[config.mk]
export PLATFORM = sky130hd
export DESIGN_NAME = bilinear_quad_mesh_generator
export DESIGN_NICKNAME = d
export VERILOG_FILES = /design/src/rtl/bqm_pkg.sv /design/src/rtl/bilinear_quad_mesh_generator.sv /design/src/rtl/bqm_front.sv /design/src/rtl/bqm_fifo.sv /design/src/rtl/bqm_div.sv /design/src/rtl/bqm_back.sv
export SDC_FILE = /design/constraint.sdc
export NUM_CORES = 2
export LEC_CHECK = 0
export ABC_AREA = 1
export BUFFER_PORTS_ARGS = -buffer_cell sky130_fd_sc_hd__buf_2
export CAP_MARGIN = 25
export CORE_MARGIN = 2
export CORE_UTILIZATION = 65
export CTS_BUF_LIST = sky130_fd_sc_hd__clkbuf_2
export CTS_CLUSTER_SIZE = 14
export DETAILED_ROUTE_END_ITERATION = 16
export GPL_TIMING_DRIVEN = 0
export PLACE_DENSITY = 0.94
export SLEW_MARGIN = 10
export SYNTH_ARGS = -nofsm -noshare
export SYNTH_HDL_FRONTEND = slang
export SYNTH_SLANG_ARGS = --single-unit
[constraint.sdc]
create_clock -name aclk -period 16.8 [get_ports aclk]
set_input_delay 2.52 -clock aclk [delete_from_list [all_inputs] [get_ports aclk]]
set_output_delay 2.52 -clock aclk [all_outputs]
set_load 0.02 [all_outputs]
[src/rtl/bqm_pkg.sv]
// Package with the shared types and constants of the bilinear quad mesh generator.
package bqm_pkg;

    localparam int COORD_W = 24;
    localparam int POS_W   = 8;
    localparam int TILE_W  = 5;
    localparam int FRAME_W = 14;
    localparam int DIV_W   = 4;
    localparam int GRID_W  = 3;
    localparam int BDEN_W  = 6;
    localparam int UDEN_W  = 13;
    localparam int CFG_IDX_W = 3;
    localparam int CFG_DATA_W = 14;

    localparam logic signed [COORD_W-1:0] COORD_MAX = 24'sh7FFFFF;
    localparam logic signed [COORD_W-1:0] COORD_MIN = 24'sh800000;

    // Register indexes of the configuration port.
    localparam logic [CFG_IDX_W-1:0] REG_REVERSE      = 3'd0;
    localparam logic [CFG_IDX_W-1:0] REG_FRAME_WIDTH  = 3'd1;
    localparam logic [CFG_IDX_W-1:0] REG_FRAME_HEIGHT = 3'd2;
    localparam logic [CFG_IDX_W-1:0] REG_SCREEN_COLS  = 3'd3;
    localparam logic [CFG_IDX_W-1:0] REG_SCREEN_ROWS  = 3'd4;
    localparam logic [CFG_IDX_W-1:0] REG_DIV_X        = 3'd5;
    localparam logic [CFG_IDX_W-1:0] REG_DIV_Y        = 3'd6;

    // Configuration register set as seen by the front and back parts.
    typedef struct packed {
        logic               reverse_mode;
        logic [FRAME_W-1:0] frame_width;
        logic [FRAME_W-1:0] frame_height;
        logic [TILE_W-1:0]  screen_cols;
        logic [TILE_W-1:0]  screen_rows;
        logic [DIV_W-1:0]   div_x;
        logic [DIV_W-1:0]   div_y;
    } cfg_t;

    // One classified face waiting for the back part.
    typedef struct packed {
        logic signed [COORD_W-1:0] tl_x;
        logic signed [COORD_W-1:0] tl_y;
        logic signed [COORD_W-1:0] tr_x;
        logic signed [COORD_W-1:0] tr_y;
        logic signed [COORD_W-1:0] br_x;
        logic signed [COORD_W-1:0] br_y;
        logic signed [COORD_W-1:0] bl_x;
        logic signed [COORD_W-1:0] bl_y;
        logic [POS_W-1:0]          col_pos;
        logic [POS_W-1:0]          row_pos;
        logic [GRID_W-1:0]         span_x;
        logic [GRID_W-1:0]         span_y;
        logic [UDEN_W-1:0]         uden_x;
        logic [UDEN_W-1:0]         uden_y;
    } face_t;

endpackage

[src/rtl/bilinear_quad_mesh_generator.sv]
// Top level of the bilinear quad mesh generator: configuration registers, front, queue and back.
//
// Each request on the s_ channel is one projection face: four corners in signed
// Q16.8 and the face's tile position and count. For it the m_ channel delivers
// div_x by div_y grid points in row-major order, last_point marking the final one.
// Both channels use valid and ready; a request is accepted when both are high.
// Configuration is written through cfg_wr_en, cfg_addr and cfg_wdata; the user must do so only
// while idle, as the block itself does not enforce it. The front passes a request combinationally
// into a two-entry queue; the face being worked on stays at the head, so one further face is
// accepted while the back is busy. Each of the div_x by div_y points of a face runs four divisions
// through one shared bit-serial divider of NW = max(32, FRACTION_BITS + 28) steps.
// When the receiver stalls, the finished point waits in the output register and
// the back part holds; the queue keeps accepting until it is full.
// Reset clears the queue, the sequencer and the output valid, and loads the
// registers with their reset values.
module bilinear_quad_mesh_generator
    import bqm_pkg::*;
#(
    parameter int MAX_DIVISIONS = 8,
    parameter int FRACTION_BITS = 8
) (
    input  logic                      aclk,
    input  logic                      aresetn,
    input  logic                      cfg_wr_en,
    input  logic [CFG_IDX_W-1:0]      cfg_addr,
    input  logic [CFG_DATA_W-1:0]     cfg_wdata,
    input  logic                      s_valid,
    output logic                      s_ready,
    input  logic signed [COORD_W-1:0] s_top_left_x,
    input  logic signed [COORD_W-1:0] s_top_left_y,
    input  logic signed [COORD_W-1:0] s_top_right_x,
    input  logic signed [COORD_W-1:0] s_top_right_y,
    input  logic signed [COORD_W-1:0] s_bottom_right_x,
    input  logic signed [COORD_W-1:0] s_bottom_right_y,
    input  logic signed [COORD_W-1:0] s_bottom_left_x,
    input  logic signed [COORD_W-1:0] s_bottom_left_y,
    input  logic [POS_W-1:0]          s_column_pos,
    input  logic [POS_W-1:0]          s_row_pos,
    input  logic [TILE_W-1:0]         s_face_cols,
    input  logic [TILE_W-1:0]         s_face_rows,
    output logic                      m_valid,
    input  logic                      m_ready,
    output logic [GRID_W-1:0]         m_grid_col,
    output logic [GRID_W-1:0]         m_grid_row,
    output logic signed [COORD_W-1:0] m_vertex_x,
    output logic signed [COORD_W-1:0] m_vertex_y,
    output logic signed [COORD_W-1:0] m_texture_x,
    output logic signed [COORD_W-1:0] m_texture_y,
    output logic                      m_last_point
);

    cfg_t  cfg_reg;
    face_t front_face, head_face;
    logic  q_full, q_empty, q_pop, q_push;

    // Configuration registers.
    always_ff @(posedge aclk) begin
        if (!aresetn) begin
            cfg_reg.reverse_mode <= 1'b0;
            cfg_reg.frame_width  <= FRAME_W'(1920);
            cfg_reg.frame_height <= FRAME_W'(1080);
            cfg_reg.screen_cols  <= TILE_W'(3);
            cfg_reg.screen_rows  <= TILE_W'(1);
            cfg_reg.div_x        <= DIV_W'(2);
            cfg_reg.div_y        <= DIV_W'(2);
        end else if (cfg_wr_en) begin
            case (cfg_addr)
                REG_REVERSE:      cfg_reg.reverse_mode <= cfg_wdata[0];
                REG_FRAME_WIDTH:  cfg_reg.frame_width  <= cfg_wdata[FRAME_W-1:0];
                REG_FRAME_HEIGHT: cfg_reg.frame_height <= cfg_wdata[FRAME_W-1:0];
                REG_SCREEN_COLS:  cfg_reg.screen_cols  <= cfg_wdata[TILE_W-1:0];
                REG_SCREEN_ROWS:  cfg_reg.screen_rows  <= cfg_wdata[TILE_W-1:0];
                REG_DIV_X:        cfg_reg.div_x        <= cfg_wdata[DIV_W-1:0];
                REG_DIV_Y:        cfg_reg.div_y        <= cfg_wdata[DIV_W-1:0];
                default: ;
            endcase
        end
    end

    assign s_ready = !q_full;
    assign q_push  = s_valid && !q_full;

    bqm_front #(
        .MAX_DIVISIONS(MAX_DIVISIONS)
    ) u_front (
        .cfg            (cfg_reg),
        .top_left_x     (s_top_left_x),
        .top_left_y     (s_top_left_y),
        .top_right_x    (s_top_right_x),
        .top_right_y    (s_top_right_y),
        .bottom_right_x (s_bottom_right_x),
        .bottom_right_y (s_bottom_right_y),
        .bottom_left_x  (s_bottom_left_x),
        .bottom_left_y  (s_bottom_left_y),
        .column_pos     (s_column_pos),
        .row_pos        (s_row_pos),
        .face_cols      (s_face_cols),
        .face_rows      (s_face_rows),
        .face           (front_face)
    );

    bqm_fifo u_fifo (
        .aclk      (aclk),
        .aresetn   (aresetn),
        .push      (q_push),
        .push_data (front_face),
        .pop       (q_pop),
        .head      (head_face),
        .full      (q_full),
        .empty     (q_empty)
    );

    bqm_back #(
        .FRACTION_BITS(FRACTION_BITS)
    ) u_back (
        .aclk         (aclk),
        .aresetn      (aresetn),
        .cfg          (cfg_reg),
        .face         (head_face),
        .face_avail   (!q_empty),
        .face_pop     (q_pop),
        .m_valid      (m_valid),
        .m_ready      (m_ready),
        .m_grid_col   (m_grid_col),
        .m_grid_row   (m_grid_row),
        .m_vertex_x   (m_vertex_x),
        .m_vertex_y   (m_vertex_y),
        .m_texture_x  (m_texture_x),
        .m_texture_y  (m_texture_y),
        .m_last_point (m_last_point)
    );

endmodule

[src/rtl/bqm_front.sv]
// Front part: accepts a face request and works out its per-face spans and divisors.
module bqm_front
    import bqm_pkg::*;
#(
    parameter int MAX_DIVISIONS = 8
) (
    input  cfg_t                      cfg,
    input  logic signed [COORD_W-1:0] top_left_x,
    input  logic signed [COORD_W-1:0] top_left_y,
    input  logic signed [COORD_W-1:0] top_right_x,
    input  logic signed [COORD_W-1:0] top_right_y,
    input  logic signed [COORD_W-1:0] bottom_right_x,
    input  logic signed [COORD_W-1:0] bottom_right_y,
    input  logic signed [COORD_W-1:0] bottom_left_x,
    input  logic signed [COORD_W-1:0] bottom_left_y,
    input  logic [POS_W-1:0]          column_pos,
    input  logic [POS_W-1:0]          row_pos,
    input  logic [TILE_W-1:0]         face_cols,
    input  logic [TILE_W-1:0]         face_rows,
    output face_t                     face
);

    localparam logic [DIV_W-1:0] DIV_MAX = DIV_W'(MAX_DIVISIONS);
    localparam logic [DIV_W-1:0] DIV_MIN = 4'd2;

    logic [DIV_W-1:0]  dx, dy;
    logic [TILE_W-1:0] fc, fr, sc, sr;

    // Clamp the division counts and replace zero tile counts by one.
    always_comb begin
        dx = cfg.div_x;
        if (cfg.div_x < DIV_MIN) dx = DIV_MIN;
        if (cfg.div_x > DIV_MAX) dx = DIV_MAX;
        dy = cfg.div_y;
        if (cfg.div_y < DIV_MIN) dy = DIV_MIN;
        if (cfg.div_y > DIV_MAX) dy = DIV_MAX;
        fc = (face_cols == '0) ? TILE_W'(1) : face_cols;
        fr = (face_rows == '0) ? TILE_W'(1) : face_rows;
        sc = (cfg.screen_cols == '0) ? TILE_W'(1) : cfg.screen_cols;
        sr = (cfg.screen_rows == '0) ? TILE_W'(1) : cfg.screen_rows;
    end

    // Build the queue entry.
    always_comb begin
        face.tl_x    = top_left_x;
        face.tl_y    = top_left_y;
        face.tr_x    = top_right_x;
        face.tr_y    = top_right_y;
        face.br_x    = bottom_right_x;
        face.br_y    = bottom_right_y;
        face.bl_x    = bottom_left_x;
        face.bl_y    = bottom_left_y;
        face.col_pos = column_pos;
        face.row_pos = row_pos;
        face.span_x  = GRID_W'(dx - DIV_W'(1));
        face.span_y  = GRID_W'(dy - DIV_W'(1));
        face.uden_x  = UDEN_W'(UDEN_W'(face.span_x) * UDEN_W'(fc) * UDEN_W'(sc));
        face.uden_y  = UDEN_W'(UDEN_W'(face.span_y) * UDEN_W'(fr) * UDEN_W'(sr));
    end

endmodule

[src/rtl/bqm_fifo.sv]
// Two-entry queue of classified faces between the front and back parts.
module bqm_fifo
    import bqm_pkg::*;
(
    input  logic  aclk,
    input  logic  aresetn,
    input  logic  push,
    input  face_t push_data,
    input  logic  pop,
    output face_t head,
    output logic  full,
    output logic  empty
);

    face_t      mem [2];
    logic       wr_ptr_reg, rd_ptr_reg;
    logic [1:0] count_reg;

    assign full  = (count_reg == 2'd2);
    assign empty = (count_reg == 2'd0);
    assign head  = mem[rd_ptr_reg];

    // Entry storage.
    always_ff @(posedge aclk) begin
        if (push) begin
            mem[wr_ptr_reg] <= push_data;
        end
    end

    // Pointers and fill level.
    always_ff @(posedge aclk) begin
        if (!aresetn) begin
            wr_ptr_reg <= 1'b0;
            rd_ptr_reg <= 1'b0;
            count_reg  <= 2'd0;
        end else begin
            if (push) wr_ptr_reg <= ~wr_ptr_reg;
            if (pop)  rd_ptr_reg <= ~rd_ptr_reg;
            if (push && !pop)      count_reg <= count_reg + 2'd1;
            else if (pop && !push) count_reg <= count_reg - 2'd1;
        end
    end

endmodule

[src/rtl/bqm_div.sv]
// Iterative divider giving a rounded, saturated 24-bit quotient, one bit a cycle.
module bqm_div
    import bqm_pkg::*;
#(
    parameter int NW = 36,
    parameter int DW = 14
) (
    input  logic                      aclk,
    input  logic                      aresetn,
    input  logic                      start,
    input  logic signed [NW-1:0]      num,
    input  logic [DW-1:0]             den,
    output logic                      done,
    output logic signed [COORD_W-1:0] quo
);

    localparam int CW = $clog2(NW + 1);

    logic                 busy_reg, fin_reg, done_reg;
    logic [CW-1:0]        cnt_reg;
    logic [NW-1:0]        q_reg;
    logic [DW-1:0]        rem_reg, den_reg;
    logic                 neg_reg;
    logic signed [COORD_W-1:0] quo_reg;

    logic [DW:0]          rem_sh;
    logic                 fits;
    logic [NW:0]          qa;

    assign done = done_reg;
    assign quo  = quo_reg;

    always_comb begin
        rem_sh = {rem_reg, q_reg[NW-1]};
        fits   = (rem_sh >= {1'b0, den_reg});
        qa     = {1'b0, q_reg} + (NW+1)'(neg_reg && (rem_reg != '0));
    end

    // Shift-subtract loop, then sign fix and saturation.
    always_ff @(posedge aclk) begin
        if (!aresetn) begin
            busy_reg <= 1'b0;
            fin_reg  <= 1'b0;
            done_reg <= 1'b0;
        end else begin
            done_reg <= 1'b0;
            if (start) begin
                busy_reg <= 1'b1;
                cnt_reg  <= CW'(NW);
                neg_reg  <= num[NW-1];
                q_reg    <= num[NW-1] ? NW'(-num) : NW'(num);
                rem_reg  <= '0;
                den_reg  <= den;
            end else if (busy_reg) begin
                rem_reg <= fits ? DW'(rem_sh - {1'b0, den_reg}) : DW'(rem_sh);
                q_reg   <= {q_reg[NW-2:0], fits};
                cnt_reg <= cnt_reg - CW'(1);
                if (cnt_reg == CW'(1)) begin
                    busy_reg <= 1'b0;
                    fin_reg  <= 1'b1;
                end
            end else if (fin_reg) begin
                fin_reg  <= 1'b0;
                done_reg <= 1'b1;
                if (!neg_reg && qa > (NW+1)'(8388607)) begin
                    quo_reg <= COORD_MAX;
                end else if (neg_reg && qa > (NW+1)'(8388608)) begin
                    quo_reg <= COORD_MIN;
                end else if (neg_reg) begin
                    quo_reg <= COORD_W'(-qa);
                end else begin
                    quo_reg <= COORD_W'(qa);
                end
            end
        end
    end

endmodule

[src/rtl/bqm_back.sv]
// Back part: walks the grid of a face and computes each point through the shared divider.
module bqm_back
    import bqm_pkg::*;
#(
    parameter int FRACTION_BITS = 8
) (
    input  logic                      aclk,
    input  logic                      aresetn,
    input  cfg_t                      cfg,
    input  face_t                     face,
    input  logic                      face_avail,
    output logic                      face_pop,
    output logic                      m_valid,
    input  logic                      m_ready,
    output logic [GRID_W-1:0]         m_grid_col,
    output logic [GRID_W-1:0]         m_grid_row,
    output logic signed [COORD_W-1:0] m_vertex_x,
    output logic signed [COORD_W-1:0] m_vertex_y,
    output logic signed [COORD_W-1:0] m_texture_x,
    output logic signed [COORD_W-1:0] m_texture_y,
    output logic                      m_last_point
);

    localparam int NW = (28 + FRACTION_BITS > 32) ? 28 + FRACTION_BITS : 32;
    localparam int DW = UDEN_W + 1;
    localparam int PW = POS_W + GRID_W;

    localparam logic [2:0] ST_IDLE = 3'd0;
    localparam logic [2:0] ST_WGT  = 3'd1;
    localparam logic [2:0] ST_JOB  = 3'd2;
    localparam logic [2:0] ST_DIV  = 3'd3;
    localparam logic [2:0] ST_OUT  = 3'd4;

    logic [2:0]          state_reg;
    logic [GRID_W-1:0]   gx_reg, gy_reg;
    logic [1:0]          job_reg;
    logic [BDEN_W-1:0]   wa_reg, wb_reg, wc_reg, wd_reg, bden_reg;
    logic [PW-1:0]       px_reg, py_reg;
    logic signed [COORD_W-1:0] res_reg [4];

    logic                m_valid_reg, last_reg;
    logic [GRID_W-1:0]   col_reg, row_reg;
    logic signed [COORD_W-1:0] vx_reg, vy_reg, tx_reg, ty_reg;

    logic signed [COORD_W-1:0] c_tl, c_tr, c_br, c_bl;
    logic signed [NW-1:0] n_b, n_u, div_num;
    logic [DW-1:0]        div_den;
    logic [FRAME_W-1:0]   frame;
    logic [PW-1:0]        p_sel;
    logic [UDEN_W-1:0]    uden;
    logic                 div_start, div_done, out_free, at_last;
    logic signed [COORD_W-1:0] div_quo;

    assign out_free = !m_valid_reg || m_ready;
    assign at_last  = (gx_reg == face.span_x) && (gy_reg == face.span_y);
    assign div_start = (state_reg == ST_JOB);
    assign face_pop  = (state_reg == ST_OUT) && out_free && at_last;

    // Numerator and divisor of the current job: warped x, warped y, uniform x, uniform y.
    always_comb begin
        c_tl  = job_reg[0] ? face.tl_y : face.tl_x;
        c_tr  = job_reg[0] ? face.tr_y : face.tr_x;
        c_br  = job_reg[0] ? face.br_y : face.br_x;
        c_bl  = job_reg[0] ? face.bl_y : face.bl_x;
        frame = job_reg[0] ? cfg.frame_height : cfg.frame_width;
        p_sel = job_reg[0] ? py_reg : px_reg;
        uden  = job_reg[0] ? face.uden_y : face.uden_x;
        n_b = NW'(NW'(c_tl) * NW'($signed({1'b0, wa_reg})))
            + NW'(NW'(c_tr) * NW'($signed({1'b0, wb_reg})))
            + NW'(NW'(c_br) * NW'($signed({1'b0, wc_reg})))
            + NW'(NW'(c_bl) * NW'($signed({1'b0, wd_reg})));
        n_b = NW'((n_b <<< 1) + $signed(NW'(bden_reg)));
        n_u = $signed(NW'((NW'(NW'(frame) * NW'(p_sel)) << (FRACTION_BITS + 1))
            + NW'(uden)));
        if (job_reg[1]) begin
            div_num = n_u;
            div_den = {uden, 1'b0};
        end else begin
            div_num = n_b;
            div_den = DW'({bden_reg, 1'b0});
        end
    end

    bqm_div #(
        .NW(NW),
        .DW(DW)
    ) u_div (
        .aclk    (aclk),
        .aresetn (aresetn),
        .start   (div_start),
        .num     (div_num),
        .den     (div_den),
        .done    (div_done),
        .quo     (div_quo)
    );

    // Point sequencer.
    always_ff @(posedge aclk) begin
        if (!aresetn) begin
            state_reg <= ST_IDLE;
            gx_reg    <= '0;
            gy_reg    <= '0;
            job_reg   <= '0;
        end else begin
            case (state_reg)
                ST_IDLE: begin
                    gx_reg <= '0;
                    gy_reg <= '0;
                    if (face_avail) state_reg <= ST_WGT;
                end
                ST_WGT: begin
                    job_reg   <= '0;
                    state_reg <= ST_JOB;
                end
                ST_JOB: begin
                    state_reg <= ST_DIV;
                end
                ST_DIV: begin
                    if (div_done) begin
                        job_reg <= job_reg + 2'd1;
                        state_reg <= (job_reg == 2'd3) ? ST_OUT : ST_JOB;
                    end
                end
                ST_OUT: begin
                    if (out_free) begin
                        if (at_last) begin
                            state_reg <= ST_IDLE;
                        end else begin
                            state_reg <= ST_WGT;
                            if (gx_reg == face.span_x) begin
                                gx_reg <= '0;
                                gy_reg <= gy_reg + GRID_W'(1);
                            end else begin
                                gx_reg <= gx_reg + GRID_W'(1);
                            end
                        end
                    end
                end
                default: state_reg <= ST_IDLE;
            endcase
        end
    end

    // Bilinear weights and uniform offsets of the current point.
    always_ff @(posedge aclk) begin
        if (state_reg == ST_WGT) begin
            wa_reg   <= BDEN_W'(BDEN_W'(face.span_x - gx_reg) * BDEN_W'(face.span_y - gy_reg));
            wb_reg   <= BDEN_W'(BDEN_W'(gx_reg) * BDEN_W'(face.span_y - gy_reg));
            wc_reg   <= BDEN_W'(BDEN_W'(gx_reg) * BDEN_W'(gy_reg));
            wd_reg   <= BDEN_W'(BDEN_W'(face.span_x - gx_reg) * BDEN_W'(gy_reg));
            bden_reg <= BDEN_W'(BDEN_W'(face.span_x) * BDEN_W'(face.span_y));
            px_reg   <= PW'(PW'(face.col_pos) * PW'(face.span_x) + PW'(gx_reg));
            py_reg   <= PW'(PW'(face.row_pos) * PW'(face.span_y) + PW'(gy_reg));
        end
        if (state_reg == ST_DIV && div_done) begin
            res_reg[job_reg] <= div_quo;
        end
    end

    // Output register.
    always_ff @(posedge aclk) begin
        if (!aresetn) begin
            m_valid_reg <= 1'b0;
        end else if (state_reg == ST_OUT && out_free) begin
            m_valid_reg <= 1'b1;
        end else if (m_ready) begin
            m_valid_reg <= 1'b0;
        end
    end

    always_ff @(posedge aclk) begin
        if (state_reg == ST_OUT && out_free) begin
            col_reg  <= gx_reg;
            row_reg  <= gy_reg;
            last_reg <= at_last;
            if (cfg.reverse_mode) begin
                vx_reg <= res_reg[2];
                vy_reg <= res_reg[3];
                tx_reg <= res_reg[0];
                ty_reg <= res_reg[1];
            end else begin
                vx_reg <= res_reg[0];
                vy_reg <= res_reg[1];
                tx_reg <= res_reg[2];
                ty_reg <= res_reg[3];
            end
        end
    end

    assign m_valid      = m_valid_reg;
    assign m_grid_col   = col_reg;
    assign m_grid_row   = row_reg;
    assign m_vertex_x   = vx_reg;
    assign m_vertex_y   = vy_reg;
    assign m_texture_x  = tx_reg;
    assign m_texture_y  = ty_reg;
    assign m_last_point = last_reg;

endmodule
==> metrics.txt <==
run status=finished, final reports clean; number of flip-flops in the largest register=480; clock tree from TritonCTS=yes; CTS H-tree lvls=4; total overflow reported by the global router=0; Setup-failing EPs final=0; Max-slew headroom=0.241; vias in the first global route=61.7k; Max Clock Skew=0.189 ns; critical path capture point type=flip-flop; setup slack at placement=4.28 ns; number of antenna violations at the first check in global routing=12; Root Buffer Master=sky130_fd_sc_hd__clkbuf_2; # clock sinks=892; slew at the pin closest to its max-slew limit=1.13 ns; Warnings, synthesis=0; count of cell types in the netlist=62; IO Count=345; Worst path depth=52; count of antenna-violating nets left after detailed routing=0; Skew-Pair Late Insertion Delay=1.73 ns; Post-synth EDFFs=slightly above 800; Hold/Removal Path Class=reg -> reg; CTS max path bufs=3; core region area=111000 um^2; number of nets in the layout=just over 10k; area of the die=between 100000 and 150000 um^2; Required @ worst endpoint=about 18 ns; global-route wire length before repair=about 320000 um; total CTS buffers=211; Starting Density=0.656; slowest cell on the critical path=sky130_fd_sc_hd__clkbuf_1; final setup slack of the worst path=between 3 and 4 ns; hold buffer count at cts=0; placed instance area=approximately 77000 um^2; Slowest Stage Delay on Critical Path=0.80 ns; capturing instance or port of the critical path=u_back.u_div.q_reg[13]$_DFFE_PP_; DP Cell Count=10.0k; Die Width=338 um; count of buffers inserted at the top-level ports=343; average routed wire per standard cell=19.7 um; upper clock frequency limit=between 0.07 and 0.08 GHz; dominant register cell in the synthesized netlist=sky130_fd_sc_hd__edfxtp_1; die height=338 um; proportion of register bits with asynchronous set or reset after synthesis=0; Row Count=~120; launching element of the worst setup path=u_back.job_reg[0]$_SDFFE_PN0P_; final period demand of the worst path=12.93 ns; mean cell area of the mapped netlist=about 9 um^2; Crit Reg-Reg Endpoint=u_back.u_div.q_reg[13]$_DFFE_PP_; buffer and inverter count on the worst path=16; final wirelength=204000 um; Post-Synthesis Cells=8148; worst reg2reg setup slack=roughly 3.9 ns; RD Place Congestion=a little over 1; Post-route DRC=0; non-filler cells in the finished layout=10.4k; synthesis-to-layout area growth=8.54%; drt pass-1 iters=9; sequential-to-total area share from yosys stat=0.359; total nets after synthesis=9545; max-cap violations=0; Mapped Area=72700 um^2; number of cells on the worst reg-to-reg path=52; Max Slew Vio Count=0; Most Frequent Cell on Critical Path=sky130_fd_sc_hd__inv_1; area of all placed cells without fillers=roughly 79000 um^2; via total after detailed routing=60.6k; Avg Vias per Cell=approximately 6; Iteration-0 DRC Markers=between 6k and 7k; final HPWL from detailed placement=164000 um; FF+latch count, synth=892; start-to-end type of the worst setup path=reg -> reg; launch instance of the worst register-to-register path=u_back.job_reg[0]$_SDFFE_PN0P_; final worst-path cycle share=0.769; unrepaired setup endpoints after global routing=false; startpoint type of the worst setup path=flip-flop; count of final hold-check violations=0; maximum number of pins on one net before global-route repair=36; ratio of cells with drive above 1 in the final layout=0.101; Resized cells post-CTS=0; Max Fanout on Critical Path=10; critical path arrival=between 10 and 15 ns; clock-pin slew on the worst setup and hold paths=0.11 ns; post-CTS repair timing setup buffer count=0; Top Family by Delay on Critical Path=adder cells; GRT Overall Usage=0.358
-- synthesized netlist by cell type, types with 14 or more instances --
cell | instances | share of area
sky130_fd_sc_hd__a21o_1 | 16 | 0.0017
sky130_fd_sc_hd__edfxtp_1 | 825 | 0.34
sky130_fd_sc_hd__a21oi_1 | 355 | 0.024
sky130_fd_sc_hd__nand4_1 | 58 | 0.0050
sky130_fd_sc_hd__inv_2 | 16 | 0.00083
sky130_fd_sc_hd__nand3b_1 | 16 | 0.0017
sky130_fd_sc_hd__clkbuf_1 | 183 | 0.0095
sky130_fd_sc_hd__nor2_1 | 1063 | 0.055
sky130_fd_sc_hd__nand2_2 | 29 | 0.0025
sky130_fd_sc_hd__o21ai_1 | 35 | 0.0024
sky130_fd_sc_hd__nand2_1 | 1622 | 0.084
sky130_fd_sc_hd__a31oi_1 | 19 | 0.0016
sky130_fd_sc_hd__fa_1 | 648 | 0.18
sky130_fd_sc_hd__dfxtp_1 | 67 | 0.018
sky130_fd_sc_hd__buf_1 | 14 | 0.00072
sky130_fd_sc_hd__o21ai_0 | 275 | 0.019
sky130_fd_sc_hd__nor2_2 | 26 | 0.0022
sky130_fd_sc_hd__nand3_1 | 479 | 0.033
sky130_fd_sc_hd__a32o_1 | 19 | 0.0026
sky130_fd_sc_hd__ha_1 | 509 | 0.088
sky130_fd_sc_hd__nor3_1 | 48 | 0.0033
sky130_fd_sc_hd__xnor2_1 | 97 | 0.012
sky130_fd_sc_hd__o21bai_1 | 19 | 0.0020
sky130_fd_sc_hd__nor4_1 | 20 | 0.0017
sky130_fd_sc_hd__or2_2 | 53 | 0.0046
sky130_fd_sc_hd__xor2_1 | 179 | 0.022
sky130_fd_sc_hd__inv_1 | 1321 | 0.068
-- cells by family (layout without fill, tap and decap cells) --
logic type	Yosys count	in the layout	synth area share
flops	892	892	0.359
mux	5	5	0.000861
compound gates	806	806	0.0610
other cells	0	18	0
buf+inv	1558	2299	0.0813
fa+ha+maj	1157	1157	0.266
xor+xnor	277	277	0.0335
simple gates	3453	3453	0.198
-- how the worst min path moves through the flow --
stage | start | endpoint | slack (ns) | cells after the start
detailed placement | cfg_reg[28]$_SDFFE_PN1P_ | cfg_reg[28]$_SDFFE_PN1P_ | 0.45 | 2
CTS | u_back.u_div.quo[2]$_SDFFCE_PP1P_ | u_back.res_reg[1][2]$_DFFE_PP_ | 0.44 | 0
finish | u_back.u_div.quo[2]$_SDFFCE_PP1P_ | u_back.res_reg[1][2]$_DFFE_PP_ | 0.45 | 0
floorplan | u_back.gx_reg[2]$_SDFFE_PN0P_ | u_back.m_grid_col[2]$_DFFE_PP_ | 0.41 | 0
global placement | cfg_reg[22]$_SDFFE_PN1P_ | cfg_reg[22]$_SDFFE_PN1P_ | 0.43 | 2
global route | u_back.u_div.quo[2]$_SDFFCE_PP1P_ | u_back.res_reg[1][2]$_DFFE_PP_ | 0.49 | 0
-- cells in the final DEF (no fill, tap or decap), types with 11 or more instances in the layout --
cell	n
sky130_fd_sc_hd__nand2_1	1622
sky130_fd_sc_hd__inv_1	1320
sky130_fd_sc_hd__nor2_1	1056
sky130_fd_sc_hd__edfxtp_1	825
sky130_fd_sc_hd__fa_1	648
sky130_fd_sc_hd__ha_1	509
sky130_fd_sc_hd__nand3_1	479
sky130_fd_sc_hd__buf_2	355
sky130_fd_sc_hd__a21oi_1	355
sky130_fd_sc_hd__clkbuf_2	300
sky130_fd_sc_hd__o21ai_0	275
sky130_fd_sc_hd__clkbuf_1	179
sky130_fd_sc_hd__xor2_1	179
sky130_fd_sc_hd__xnor2_1	97
sky130_fd_sc_hd__dfxtp_1	67
sky130_fd_sc_hd__nand4_1	58
sky130_fd_sc_hd__or2_2	53
sky130_fd_sc_hd__nor3_1	47
sky130_fd_sc_hd__clkinv_1	45
sky130_fd_sc_hd__o21ai_1	35
sky130_fd_sc_hd__nand2_2	29
sky130_fd_sc_hd__nor2_2	26
sky130_fd_sc_hd__buf_12	22
sky130_fd_sc_hd__nor4_1	20
sky130_fd_sc_hd__o21bai_1	19
sky130_fd_sc_hd__a31oi_1	19
sky130_fd_sc_hd__a32o_1	19
sky130_fd_sc_hd__diode_2	18
sky130_fd_sc_hd__nor2_4	18
sky130_fd_sc_hd__inv_2	17
sky130_fd_sc_hd__a21o_1	16
sky130_fd_sc_hd__nand3b_1	16
sky130_fd_sc_hd__buf_1	14
sky130_fd_sc_hd__nand3_2	13
sky130_fd_sc_hd__clkinv_2	12
sky130_fd_sc_hd__o31ai_1	11
-- routing by layer --
| layer | GRT usage | share of wire | vias up |
|---|---|---|---|
| met3 | 0.0785 | 0.11 | 799 |
| li1 | - | - | 27400 |
| met4 | 0.202 | 0.059 | 8 |
| met1 | 0.454 | 0.37 | 28600 |
| met2 | 0.571 | 0.46 | 3763 |
| met5 | 0 | 0.00023 | - |
-- per-stage QoR --
step	util	hold WS [ns]	TNS, ns
after floorplan	-	0.406	0
after global placement	0.688	0.430	-994.00
after detailed placement	0.694	0.450	0
after CTS	0.711	0.435	0
after global routing	0.712	0.488	0
final	0.712	0.450	0
-- worst register-to-register path, delay by kind of cell, from the launching register on --
kind / cells / cell delay (ns)
adder cells (fa/ha/maj): 8 / 3.86
buffers and inverters: 16 / 3.32
AO/OA/AOI/OAI: 14 / 3.15
AND/OR/NAND/NOR: 12 / 1.29
XOR/XNOR: 2 / 0.68
flip-flops: 1 / 0.34
-- cell type report --
class / instances / area [um^2]
fillers: 8025 / 31900
repair buffers: 379 / 2330
multi-input cells: 5698 / 40700
well taps: 1488 / 1860
inverters: 1344 / 5040
plain buffers: 214 / 868
clock buffers: 296 / 1480
diodes: 18 / 45.0
clock inverters: 66 / 424
flip-flops and latches: 892 / 26100
Power is left out: the tool's default activity adds up to more than one toggle a clock period on the data nets, which glitch-free logic cannot reach.
